### src/design/pvr_pkg.sv
// ----------------------------------------------------------------------------
// pvr_pkg: shared definitions for the PCM volume ramp block
// Field widths, register indexes, sample format codes, format constants and reset values.
// ----------------------------------------------------------------------------
package pvr_pkg;

  localparam int SAMPLE_W = 32;
  localparam int FMT_W    = 2;
  localparam int CHCNT_W  = 5;
  localparam int FRAME_W  = 20;
  localparam int VOL_W    = 17;
  localparam int CFG_IDX_W  = 3;
  localparam int CFG_DATA_W = 32;

  localparam int BYTE_BITS = 8;
  localparam logic [BYTE_BITS-1:0] U8_OFFSET = 8'h80;

  // configuration register indexes
  localparam logic [CFG_IDX_W-1:0] REG_SAMPLE_FORMAT = 3'd0;
  localparam logic [CFG_IDX_W-1:0] REG_CHANNEL_COUNT = 3'd1;
  localparam logic [CFG_IDX_W-1:0] REG_FRAME_COUNT   = 3'd2;
  localparam logic [CFG_IDX_W-1:0] REG_VOL_START     = 3'd3;
  localparam logic [CFG_IDX_W-1:0] REG_VOL_END       = 3'd4;

  // sample format codes
  localparam logic [FMT_W-1:0] FMT_U8  = 2'd0;
  localparam logic [FMT_W-1:0] FMT_S16 = 2'd1;
  localparam logic [FMT_W-1:0] FMT_S24 = 2'd2;
  localparam logic [FMT_W-1:0] FMT_S32 = 2'd3;

  // register reset values
  localparam logic [FMT_W-1:0]   RST_SAMPLE_FORMAT = FMT_S16;
  localparam logic [CHCNT_W-1:0] RST_CHANNEL_COUNT = 5'd2;
  localparam logic [FRAME_W-1:0] RST_FRAME_COUNT   = 20'd1024;
  localparam logic [VOL_W-1:0]   RST_VOL           = 17'd65536;

endpackage

### src/design/pcm_volume_ramp_gain_top.sv
// ----------------------------------------------------------------------------
// pcm_volume_ramp_gain_top: linear gain ramp with saturation for PCM buffers
// Scales interleaved samples by a gain that ramps from vol_start to vol_end
// across the frames of a buffer, saturates to the format, flags the last item.
// ----------------------------------------------------------------------------
// An item runs through the ramp multiply, divide, gain, sample multiply, round
// and finish states before out_valid; the ramp multiply and divide are skipped
// when the ramp is flat or the buffer has one frame.
// A new item is taken only in idle, after the ramp multiplier (20 steps), the
// restoring divider (37 steps), sample multiplier and any output stall are done.
// Reset (rst, synchronous): registers take their reset values, counters clear.
module pcm_volume_ramp_gain_top #(
  parameter int GAIN_FRAC_BITS = 16,
  parameter int MAX_CHANNELS   = 16
) (
  input  logic                           clk,
  input  logic                           rst,
  input  logic                           cfg_valid,
  output logic                           cfg_ready,
  input  logic [pvr_pkg::CFG_IDX_W-1:0]  cfg_index,
  input  logic [pvr_pkg::CFG_DATA_W-1:0] cfg_data,
  input  logic                           in_valid,
  output logic                           in_ready,
  input  logic [pvr_pkg::SAMPLE_W-1:0]   sample_in,
  output logic                           out_valid,
  input  logic                           out_ready,
  output logic [pvr_pkg::SAMPLE_W-1:0]   sample_out,
  output logic                           buffer_last
);
  import pvr_pkg::*;

  // gain and product widths
  localparam int GW    = GAIN_FRAC_BITS + 1;          // gain 0 .. unity
  localparam int KW    = FRAME_W;                     // frame index
  localparam int PW    = VOL_W + KW;                  // |diff| * k
  localparam int GSW   = PW + 3;                      // signed gain sum
  localparam int SPW   = SAMPLE_W + GW;               // |s| * g
  localparam int RMW   = SAMPLE_W + 2;                // scaled magnitude
  localparam int RW    = SAMPLE_W + 3;                // signed scaled sample
  localparam int CW    = (MAX_CHANNELS > 1) ? $clog2(MAX_CHANNELS) : 1;
  localparam int CNTW  = $clog2(PW + 1);
  localparam int UNITY_I    = 1 << GAIN_FRAC_BITS;
  localparam int GAIN_RST_I = (65536 > UNITY_I) ? UNITY_I : 65536;
  localparam logic [GW-1:0] UNITY    = GW'(UNITY_I);
  localparam logic [GW-1:0] GAIN_RST = GW'(GAIN_RST_I);

  typedef enum logic [2:0] {
    ST_IDLE,
    ST_MULK,
    ST_DIV,
    ST_GAIN,
    ST_MULS,
    ST_ROUND,
    ST_FIN
  } state_t;

  // configuration registers
  logic [FMT_W-1:0]   sample_format;
  logic [CHCNT_W-1:0] channel_count;
  logic [FRAME_W-1:0] frame_count;
  logic [VOL_W-1:0]   vol_start;
  logic [VOL_W-1:0]   vol_end;

  // buffer position
  logic [CW-1:0]      channel_position;
  logic [FRAME_W-1:0] frame_position;

  // datapath
  state_t             state;
  logic [CNTW-1:0]    step;
  logic [PW-1:0]      acc;          // ramp product, then dividend/quotient
  logic [FRAME_W-1:0] rem;
  logic [VOL_W-1:0]   dmag;
  logic               dneg;
  logic [SAMPLE_W-1:0] smag;
  logic               sneg;
  logic [GW-1:0]      ramp_gain;    // shifts out LSB first while scaling
  logic [SPW-1:0]     sacc;
  logic signed [RW-1:0] rval;
  logic               last_flag;

  // combinational helpers
  logic [FRAME_W-1:0]  divisor;
  logic signed [VOL_W:0] diff;
  logic                flat;
  logic [SAMPLE_W:0]   sval;
  logic [SAMPLE_W:0]   sneg_val;
  logic [5:0]          chans_m1;
  logic                last_ch;
  logic                last_fr;
  logic [VOL_W:0]      mk_sum;
  logic [FRAME_W:0]    trial;
  logic                div_ge;
  logic [PW:0]         qm;
  logic signed [GSW-1:0] gsum;
  logic [GW-1:0]       gclamp;
  logic [SAMPLE_W:0]   ms_sum;
  logic [SPW:0]        rnd_sum;
  logic [RMW-1:0]      rmag;
  logic signed [RW-1:0] sat_hi;
  logic signed [RW-1:0] sat_lo;
  logic signed [RW-1:0] sat;
  logic [SAMPLE_W-1:0] packed_out;

  assign cfg_ready = 1'b1;
  assign in_ready  = (state == ST_IDLE);

  always_comb begin
    // ramp divisor is frames-1, zero for a single-frame buffer
    divisor = (frame_count == '0) ? '0 : frame_count - 1'b1;
    diff    = $signed({1'b0, vol_end}) - $signed({1'b0, vol_start});
    flat    = (divisor == '0) || (diff == '0);

    // decode the raw sample to a signed value
    case (sample_format)
      FMT_U8:  sval = {{(SAMPLE_W + 1 - BYTE_BITS){1'b0}}, sample_in[BYTE_BITS-1:0]}
                      - {{(SAMPLE_W + 1 - BYTE_BITS){1'b0}}, U8_OFFSET};
      FMT_S16: sval = {{17{sample_in[15]}}, sample_in[15:0]};
      FMT_S24: sval = {{9{sample_in[23]}}, sample_in[23:0]};
      default: sval = {sample_in[SAMPLE_W-1], sample_in};
    endcase
    sneg_val = -sval;

    // last channel / last frame; out-of-range counts clamp to the limits
    if (channel_count == '0) begin
      chans_m1 = '0;
    end else if ({1'b0, channel_count} > 6'(MAX_CHANNELS)) begin
      chans_m1 = 6'(MAX_CHANNELS - 1);
    end else begin
      chans_m1 = {1'b0, channel_count} - 6'd1;
    end
    last_ch = {{(6 - CW){1'b0}}, channel_position} >= chans_m1;
    last_fr = frame_position >= divisor;

    // ramp multiply step: add |diff| when the low bit of k is set
    mk_sum = {1'b0, acc[PW-1:KW]} + (acc[0] ? {1'b0, dmag} : '0);

    // restoring divide step
    trial  = {rem, acc[PW-1]};
    div_ge = trial >= {1'b0, divisor};

    // floor toward minus infinity: bump the quotient magnitude on a remainder
    qm   = {1'b0, acc} + (PW + 1)'(dneg && (rem != '0));
    gsum = $signed({{(GSW - VOL_W){1'b0}}, vol_start})
           + (dneg ? -$signed({2'b00, qm}) : $signed({2'b00, qm}));
    if (gsum < 0) begin
      gclamp = '0;
    end else if (gsum > $signed({{(GSW - GW){1'b0}}, UNITY})) begin
      gclamp = UNITY;
    end else begin
      gclamp = gsum[GW-1:0];
    end

    // sample multiply step
    ms_sum = {1'b0, sacc[SPW-1:GW]} + (ramp_gain[0] ? {1'b0, smag} : '0);

    // scale down with floor
    rnd_sum = {1'b0, sacc} + (SPW + 1)'(UNITY_I - 1);
    rmag    = sneg ? rnd_sum[SPW:GAIN_FRAC_BITS] : {1'b0, sacc[SPW-1:GAIN_FRAC_BITS]};

    // saturate to the format's range and pack
    case (sample_format)
      FMT_U8: begin
        sat_hi = RW'(127);
        sat_lo = -RW'(128);
      end
      FMT_S16: begin
        sat_hi = RW'(32767);
        sat_lo = -RW'(32768);
      end
      FMT_S24: begin
        sat_hi = RW'(8388607);
        sat_lo = -RW'(8388608);
      end
      default: begin
        sat_hi = {{(RW - SAMPLE_W + 1){1'b0}}, {(SAMPLE_W - 1){1'b1}}};
        sat_lo = {{(RW - SAMPLE_W + 1){1'b1}}, {(SAMPLE_W - 1){1'b0}}};
      end
    endcase
    if (rval > sat_hi) begin
      sat = sat_hi;
    end else if (rval < sat_lo) begin
      sat = sat_lo;
    end else begin
      sat = rval;
    end
    case (sample_format)
      FMT_U8:  packed_out = {{(SAMPLE_W - BYTE_BITS){1'b0}}, sat[BYTE_BITS-1:0] + U8_OFFSET};
      FMT_S16: packed_out = {16'd0, sat[15:0]};
      FMT_S24: packed_out = {8'd0, sat[23:0]};
      default: packed_out = sat[SAMPLE_W-1:0];
    endcase
  end

  // configuration writes; indexes beyond the list are dropped
  always_ff @(posedge clk) begin
    if (rst) begin
      sample_format <= RST_SAMPLE_FORMAT;
      channel_count <= RST_CHANNEL_COUNT;
      frame_count   <= RST_FRAME_COUNT;
      vol_start     <= RST_VOL;
      vol_end       <= RST_VOL;
    end else if (cfg_valid && cfg_ready) begin
      case (cfg_index)
        REG_SAMPLE_FORMAT: sample_format <= cfg_data[FMT_W-1:0];
        REG_CHANNEL_COUNT: channel_count <= cfg_data[CHCNT_W-1:0];
        REG_FRAME_COUNT:   frame_count   <= cfg_data[FRAME_W-1:0];
        REG_VOL_START:     vol_start     <= cfg_data[VOL_W-1:0];
        REG_VOL_END:       vol_end       <= cfg_data[VOL_W-1:0];
        default: ;
      endcase
    end
  end

  // sequencer, datapath and output register
  always_ff @(posedge clk) begin
    if (rst) begin
      state            <= ST_IDLE;
      step             <= '0;
      channel_position <= '0;
      frame_position   <= '0;
      ramp_gain        <= GAIN_RST;
      out_valid        <= 1'b0;
    end else begin
      // drop the result once it is taken; the final state loads the next one
      if (out_valid && out_ready && state != ST_FIN) begin
        out_valid <= 1'b0;
      end

      case (state)
        ST_IDLE: begin
          if (in_valid) begin
            // latch operands and advance the buffer position
            sneg      <= sval[SAMPLE_W];
            smag      <= sval[SAMPLE_W] ? sneg_val[SAMPLE_W-1:0] : sval[SAMPLE_W-1:0];
            dneg      <= diff[VOL_W];
            dmag      <= diff[VOL_W] ? VOL_W'(-diff) : diff[VOL_W-1:0];
            last_flag <= last_ch && last_fr;
            rem       <= '0;
            step      <= '0;
            if (flat) begin
              acc   <= '0;
              state <= ST_GAIN;
            end else begin
              acc   <= {{VOL_W{1'b0}}, frame_position};
              state <= ST_MULK;
            end
            if (last_ch && last_fr) begin
              channel_position <= '0;
              frame_position   <= '0;
            end else if (last_ch) begin
              channel_position <= '0;
              frame_position   <= frame_position + 1'b1;
            end else begin
              channel_position <= channel_position + 1'b1;
            end
          end
        end

        ST_MULK: begin
          acc <= {mk_sum, acc[KW-1:1]};
          if (step == CNTW'(KW - 1)) begin
            step  <= '0;
            state <= ST_DIV;
          end else begin
            step <= step + 1'b1;
          end
        end

        ST_DIV: begin
          rem <= div_ge ? FRAME_W'(trial - {1'b0, divisor}) : trial[FRAME_W-1:0];
          acc <= {acc[PW-2:0], div_ge};
          if (step == CNTW'(PW - 1)) begin
            step  <= '0;
            state <= ST_GAIN;
          end else begin
            step <= step + 1'b1;
          end
        end

        ST_GAIN: begin
          ramp_gain <= gclamp;
          sacc      <= '0;
          step      <= '0;
          state     <= ST_MULS;
        end

        ST_MULS: begin
          sacc      <= {ms_sum, sacc[GW-1:1]};
          ramp_gain <= ramp_gain >> 1;
          if (step == CNTW'(GW - 1)) begin
            step  <= '0;
            state <= ST_ROUND;
          end else begin
            step <= step + 1'b1;
          end
        end

        ST_ROUND: begin
          rval  <= sneg ? -$signed({1'b0, rmag}) : $signed({1'b0, rmag});
          state <= ST_FIN;
        end

        ST_FIN: begin
          // hold until the output register is free
          if (!out_valid || out_ready) begin
            sample_out  <= packed_out;
            buffer_last <= last_flag;
            out_valid   <= 1'b1;
            state       <= ST_IDLE;
          end
        end

        default: state <= ST_IDLE;
      endcase
    end
  end

`ifndef NO_ASSERTIONS
  a_last_restarts: assert property (@(posedge clk) disable iff (rst)
    (in_valid && in_ready && last_ch && last_fr)
      |=> (frame_position == '0 && channel_position == '0))
    else $error("counters did not restart after the last item of the buffer");

  a_rem_below_divisor: assert property (@(posedge clk) disable iff (rst)
    (state == ST_DIV) |-> (rem < divisor))
    else $error("divider remainder out of range");

  a_gain_clamped: assert property (@(posedge clk) disable iff (rst)
    (state == ST_MULS && step == '0) |-> (ramp_gain <= UNITY))
    else $error("ramp gain above unity");

  a_channel_range: assert property (@(posedge clk) disable iff (rst)
    channel_position <= CW'(MAX_CHANNELS - 1))
    else $error("channel position beyond channel limit");

  a_fin_holds: assert property (@(posedge clk) disable iff (rst)
    (state == ST_FIN && out_valid && !out_ready) |=> (state == ST_FIN))
    else $error("result overwrote an item not yet taken");
`endif

endmodule
### config.mk
export PLATFORM = sky130hd
export DESIGN_NAME = pcm_volume_ramp_gain_top
export DESIGN_NICKNAME = d
export VERILOG_FILES = /design/src/design/pvr_pkg.sv /design/src/design/pcm_volume_ramp_gain_top.sv
export SDC_FILE = /design/constraint.sdc
export NUM_CORES = 1
export LEC_CHECK = 0
export BUFFER_PORTS_ARGS = -buffer_cell sky130_fd_sc_hd__buf_4
export CAP_MARGIN = 20
export CORE_MARGIN = 2
export CORE_UTILIZATION = 30
export CTS_BUF_LIST = sky130_fd_sc_hd__clkbuf_16
export DETAILED_ROUTE_END_ITERATION = 10
export GPL_ROUTABILITY_DRIVEN = 0
export GPL_TIMING_DRIVEN = 0
export PLACE_DENSITY = 0.41
export SLEW_MARGIN = 10
export SYNTH_ARGS = -nofsm -noshare
export SYNTH_HDL_FRONTEND = slang
export SYNTH_SLANG_ARGS = --single-unit
### constraint.sdc
create_clock -name clk -period 10.5 [get_ports clk]
set_input_delay 1.575 -clock clk [delete_from_list [all_inputs] [get_ports clk]]
set_output_delay 1.575 -clock clk [all_outputs]
set_load 0.05 [all_outputs]
==> impl_metrics.prom <==
# TYPE chip_impl_metric gauge
chip_impl_metric{name="net-switching-power",unit="mW"} 2.00
chip_impl_metric{name="routed-via-count",unit=""} 22100
chip_impl_metric{name="fmaxAchievable",unit="MHz"} 113
chip_impl_metric{name="synth_seq_cells",unit=""} 338
chip_impl_metric{name="synthDistinctLibCells",unit=""} 104
chip_impl_metric{name="mappedNetlistNets",unit=""} 3197
chip_impl_metric{name="cts_sinks",unit=""} 338
chip_impl_metric{name="worst_setup_hold_path_clk_slew",unit="ns"} 0.06
chip_impl_metric{name="crit_fanout",unit=""} 10
chip_impl_metric{name="avgRoutedWirePerCell",unit="µm"} 19.4
chip_impl_metric{name="vias_in_the_first_global_route",unit=""} 21500
chip_impl_metric{name="syn-cell-area",unit="µm²"} 25700
chip_impl_metric{name="clk_latency",unit="ns"} 0.59
chip_impl_metric{name="gr-usage-all-layers",unit="%"} 18.5
chip_impl_metric{name="largest_net_degree_at_the_start_of_global_routing",unit=""} 28
chip_impl_metric{name="drcViolationCount",unit=""} 0
chip_impl_info{name="yosys-top-cells-area",value="edfxtp_1, ha_1, dfxtp_1, xnor2_1, nand2_1"} 1
chip_impl_metric{name="cts_buffers",unit=""} 44
chip_impl_metric{name="seq_power_share",unit="%"} 33.4
chip_impl_info{name="worst_min_delay_path_class",value="reg -> reg"} 1
chip_impl_metric{name="tightest_slew_margin_relative_to_the_limit",unit="%"} 30.0
chip_impl_metric{name="antenna_found_initial",unit=""} 0
chip_impl_info{name="synth_largest_area_cell",value="edfxtp_1"} 1
chip_impl_metric{name="swShare",unit="%"} 38.4
chip_impl_metric{name="syn2layout_area_growth",unit="%"} 14.5
chip_impl_info{name="setup.worst_path.end_class",value="flip-flop"} 1
chip_impl_metric{name="route.final.wire_length",unit="µm"} 82600
chip_impl_info{name="category_of_cells_accounting_for_the_largest_share_of_critical_path_delay",value="simple AND/OR/NAND/NOR gates"} 1
chip_impl_metric{name="vias_per_cell",unit=""} 5.21
chip_impl_metric{name="dpl_worst_slack",unit="ns"} 1.74
chip_impl_metric{name="drive_gt1_share",unit="%"} 8.53
chip_impl_metric{name="initial_utilization",unit="%"} 30.2
chip_impl_metric{name="worst_pin_slew",unit="ns"} 1.04
chip_impl_metric{name="max_cap_viol_count",unit=""} 0
chip_impl_metric{name="pwr_density_cell",unit="nW/µm²"} 177
chip_impl_metric{name="cell_internal_pwr",unit="mW"} 3.20
chip_impl_metric{name="timing.final.crit_share",unit="%"} 84.5
chip_impl_metric{name="vdd_ir_drop_max",unit="mV"} 0.114
chip_impl_metric{name="drt_first_iter_violations",unit=""} 1317
chip_impl_metric{name="critPathArrivalTime",unit="ns"} 9.34
chip_impl_info{name="worstSetupStartpointType",value="flip-flop"} 1
chip_impl_metric{name="design.final.nets",unit=""} 3346
chip_impl_metric{name="synthesis.area_per_instance",unit="µm²"} 8.78
chip_impl_metric{name="power.combinational.fraction",unit="%"} 38.1
chip_impl_info{name="cts_tree",value="built"} 1
chip_impl_metric{name="timing.final.max_slew_violations",unit=""} 0
chip_impl_metric{name="globalRouteOverflowTotal",unit=""} 0
chip_impl_info{name="rsz_0062_raised_after_global_routing",value="false"} 1
chip_impl_info{name="synth.top_cells.by_count",value="nand2_1, nor2_1, edfxtp_1"} 1
chip_impl_metric{name="dieHeight",unit="µm"} 297
chip_impl_metric{name="synth_warnings",unit=""} 0
chip_impl_metric{name="share_clk_of_total_power",unit="%"} 28.5
chip_impl_info{name="yosysMostFrequentCell",value="nand2_1"} 1
chip_impl_metric{name="netlist_instances",unit=""} 2924
chip_impl_info{name="ys.flop_type",value="edfxtp_1"} 1
chip_impl_metric{name="grt_pass1_wl",unit="µm"} 126000
chip_impl_metric{name="coreArea",unit="µm²"} 85000
chip_impl_metric{name="insertedDiodeCount",unit=""} 0
chip_impl_metric{name="stdcell_count",unit=""} 4251
chip_impl_metric{name="port_buffers",unit=""} 92
chip_impl_metric{name="cp_slowest_stage_delay",unit="ns"} 0.70
chip_impl_info{name="timing.setup.critical_path_class",value="reg -> reg"} 1
chip_impl_metric{name="number_of_synthesized_flops_with_an_enable_pin",unit=""} 226
chip_impl_metric{name="detailed_placement_wirelength_estimate",unit="µm"} 66600
chip_impl_metric{name="placedInstanceArea",unit="µm²"} 28000
chip_impl_metric{name="post-route-min-period",unit="ns"} 8.87
chip_impl_info{name="clk_root_buffer_cell",value="clkbuf_16"} 1
chip_impl_metric{name="clk_skew",unit="ns"} 0.0270
chip_impl_metric{name="finalSetupViolations",unit=""} 0
chip_impl_metric{name="die_w",unit="µm"} 297
chip_impl_metric{name="ctsHtreeMaxLevel",unit=""} 2
chip_impl_metric{name="drt.antenna.violating_nets",unit=""} 0
chip_impl_metric{name="final_design_area_no_fill",unit="µm²"} 29400
chip_impl_metric{name="clock_path_buffers",unit=""} 3
chip_impl_metric{name="drt-pass1-iter-count",unit=""} 5
chip_impl_metric{name="async_reset_ff_share",unit="%"} 0
chip_impl_metric{name="floorplan.io_pins",unit=""} 108
chip_impl_metric{name="rows",unit=""} 107
chip_impl_info{name="cp_slowest_cell",value="o21ai_0"} 1
chip_impl_metric{name="pleak",unit="nW"} 11.0
chip_impl_metric{name="placed_cells",unit=""} 4169
chip_impl_metric{name="dieArea",unit="µm²"} 87900
chip_impl_metric{name="timing.critical_path.required",unit="ns"} 10.96
chip_impl_metric{name="critical_path.n_buffers_inverters",unit=""} 4
chip_impl_metric{name="cts_repair_resize_count",unit=""} 0
chip_impl_info{name="run_status",value="finished clean"} 1
chip_impl_metric{name="postCtsSetupRepairBufs",unit=""} 0
chip_impl_metric{name="finalHoldViolCount",unit=""} 0
chip_impl_metric{name="seq_area_frac_synth",unit="%"} 35.2
chip_impl_metric{name="post_cts_hold_buffer_count",unit=""} 0
chip_impl_metric{name="setup_slack",unit="ns"} 1.63
chip_impl_metric{name="synth_top_area_share",unit="%"} 26.4
chip_impl_metric{name="tns",unit="ns"} 0
area by class of cell:
class                           count  area (µm²)
Fill cell                        8733       55600
Multi-Input combinational cell   2325       15600
Sequential cell                   338        9030
Tap cell                         1144        1430
Clock buffer                       45        1130
Timing Repair Buffer              103         853
Buffer                            130         592
Inverter                          131         492
Clock inverter                     35         265
cell families (layout without fill, tap and decap cells):
logic type	Yosys count	count (layout)	share of synthesized area, %
simple gates	1087	1087	21.4
compound gates	741	741	19.0
flops	338	338	35.2
xor+xnor	261	261	8.91
buf+inv	261	444	4.22
fa+ha+maj	202	202	9.98
mux	33	33	1.31
other cells	1	1	0.0146
registers in the layout (all words and copies together), names as in the netlist, 5 cells and up:
signal and flops:
acc 37, channel_count 5, dmag 17, frame_count 20, frame_position 20, ramp_gain 17
rem 20, rval 35, sacc 49, sample_out 32, smag 32, step 6
vol_end 17, vol_start 17
cell usage in the layout, fill, tap and decap left out, types with 11 or more instances in the layout:
cell type  Yosys  layout
a211oi_1      25      25
a21o_1        44      44
a21oi_1      202     201
a22o_1        11      11
a22oi_1       27      27
a31oi_1       23      23
a32o_1        11      11
and2_1        71      71
and3_1        47      47
and4_1        11      11
buf_2         14      14
buf_4          7     102
clkbuf_1      99      99
clkbuf_16      0      45
clkinv_2       0      11
dfxtp_1      112     112
edfxtp_1     226     226
ha_1         196     196
inv_1        128     138
mux2i_1       28      28
nand2_1      295     295
nand2b_1      22      22
nand3_1       63      63
nand4_1       45      45
nor2_1       266     262
nor2b_1       25      25
nor3_1        84      83
nor4_1        38      38
o211ai_1      31      31
o21a_1        39      39
o21ai_0      147     147
o21bai_1      24      24
o31ai_1       27      27
o41ai_1       14      14
or2_2         20      20
or3_1         31      31
or4_1         12      12
xnor2_1      182     182
xor2_1        79      79
worst reg2reg max path, delay by kind of cell (launching register included):
kind | cells | cell delay [ns]
AND/OR/NAND/NOR | 11 | 3.38
AO/OA/AOI/OAI | 10 | 2.75
buffers and inverters | 4 | 0.93
adder cells (fa/ha/maj) | 3 | 0.87
flip-flops | 1 | 0.42
XOR/XNOR | 1 | 0.41
power groups by stage:
stage                     clock, mW  sequential (mW)  combinational (mW)
after floorplan                   0             1.72                1.41
after global placement            0             1.78                1.94
after detailed placement          0             1.77                1.98
after CTS                      1.53             1.74                1.99
after global routing           1.58             1.75                2.20
final                          1.48             1.74                1.98
path summary, 6_finish.rpt:
| check | startpoint | to | slack, ns | cells after the start |
|---|---|---|---|---|
| setup reg to reg | rem[6] | ramp_gain[16] | 1.63 | 29 |
| setup / recovery | rem[6] | ramp_gain[16] | 1.63 | 29 |
| hold / removal | last_flag | buffer_last | 0.43 | 0 |
| hold reg to reg | last_flag | buffer_last | 0.43 | 0 |
per-stage QoR:
| step | utilization [%] | power, mW | hold slack (ns) |
|---|---|---|---|
| 2_1_floorplan | - | 3.13 | 0.400 |
| 5_1_grt | 34.6 | 5.53 | 0.443 |
| 4_1_cts | 34.5 | 5.26 | 0.432 |
| 6_report | 34.6 | 5.20 | 0.429 |
| 3_5_place_dp | 32.9 | 3.75 | 0.419 |
| 3_3_place_gp | 32.7 | 3.71 | 0.403 |
metal layers:
layer | track usage, % | wire length, µm | vias up
met5 | 0 | 0 | -
met4 | 5.83 | 2480 | 0
met3 | 1.99 | 2890 | 101
met2 | 31.4 | 39000 | 451
met1 | 24.7 | 38200 | 10600
li1 | - | - | 11000
Note: power is estimated with default switching activity, not from simulation.
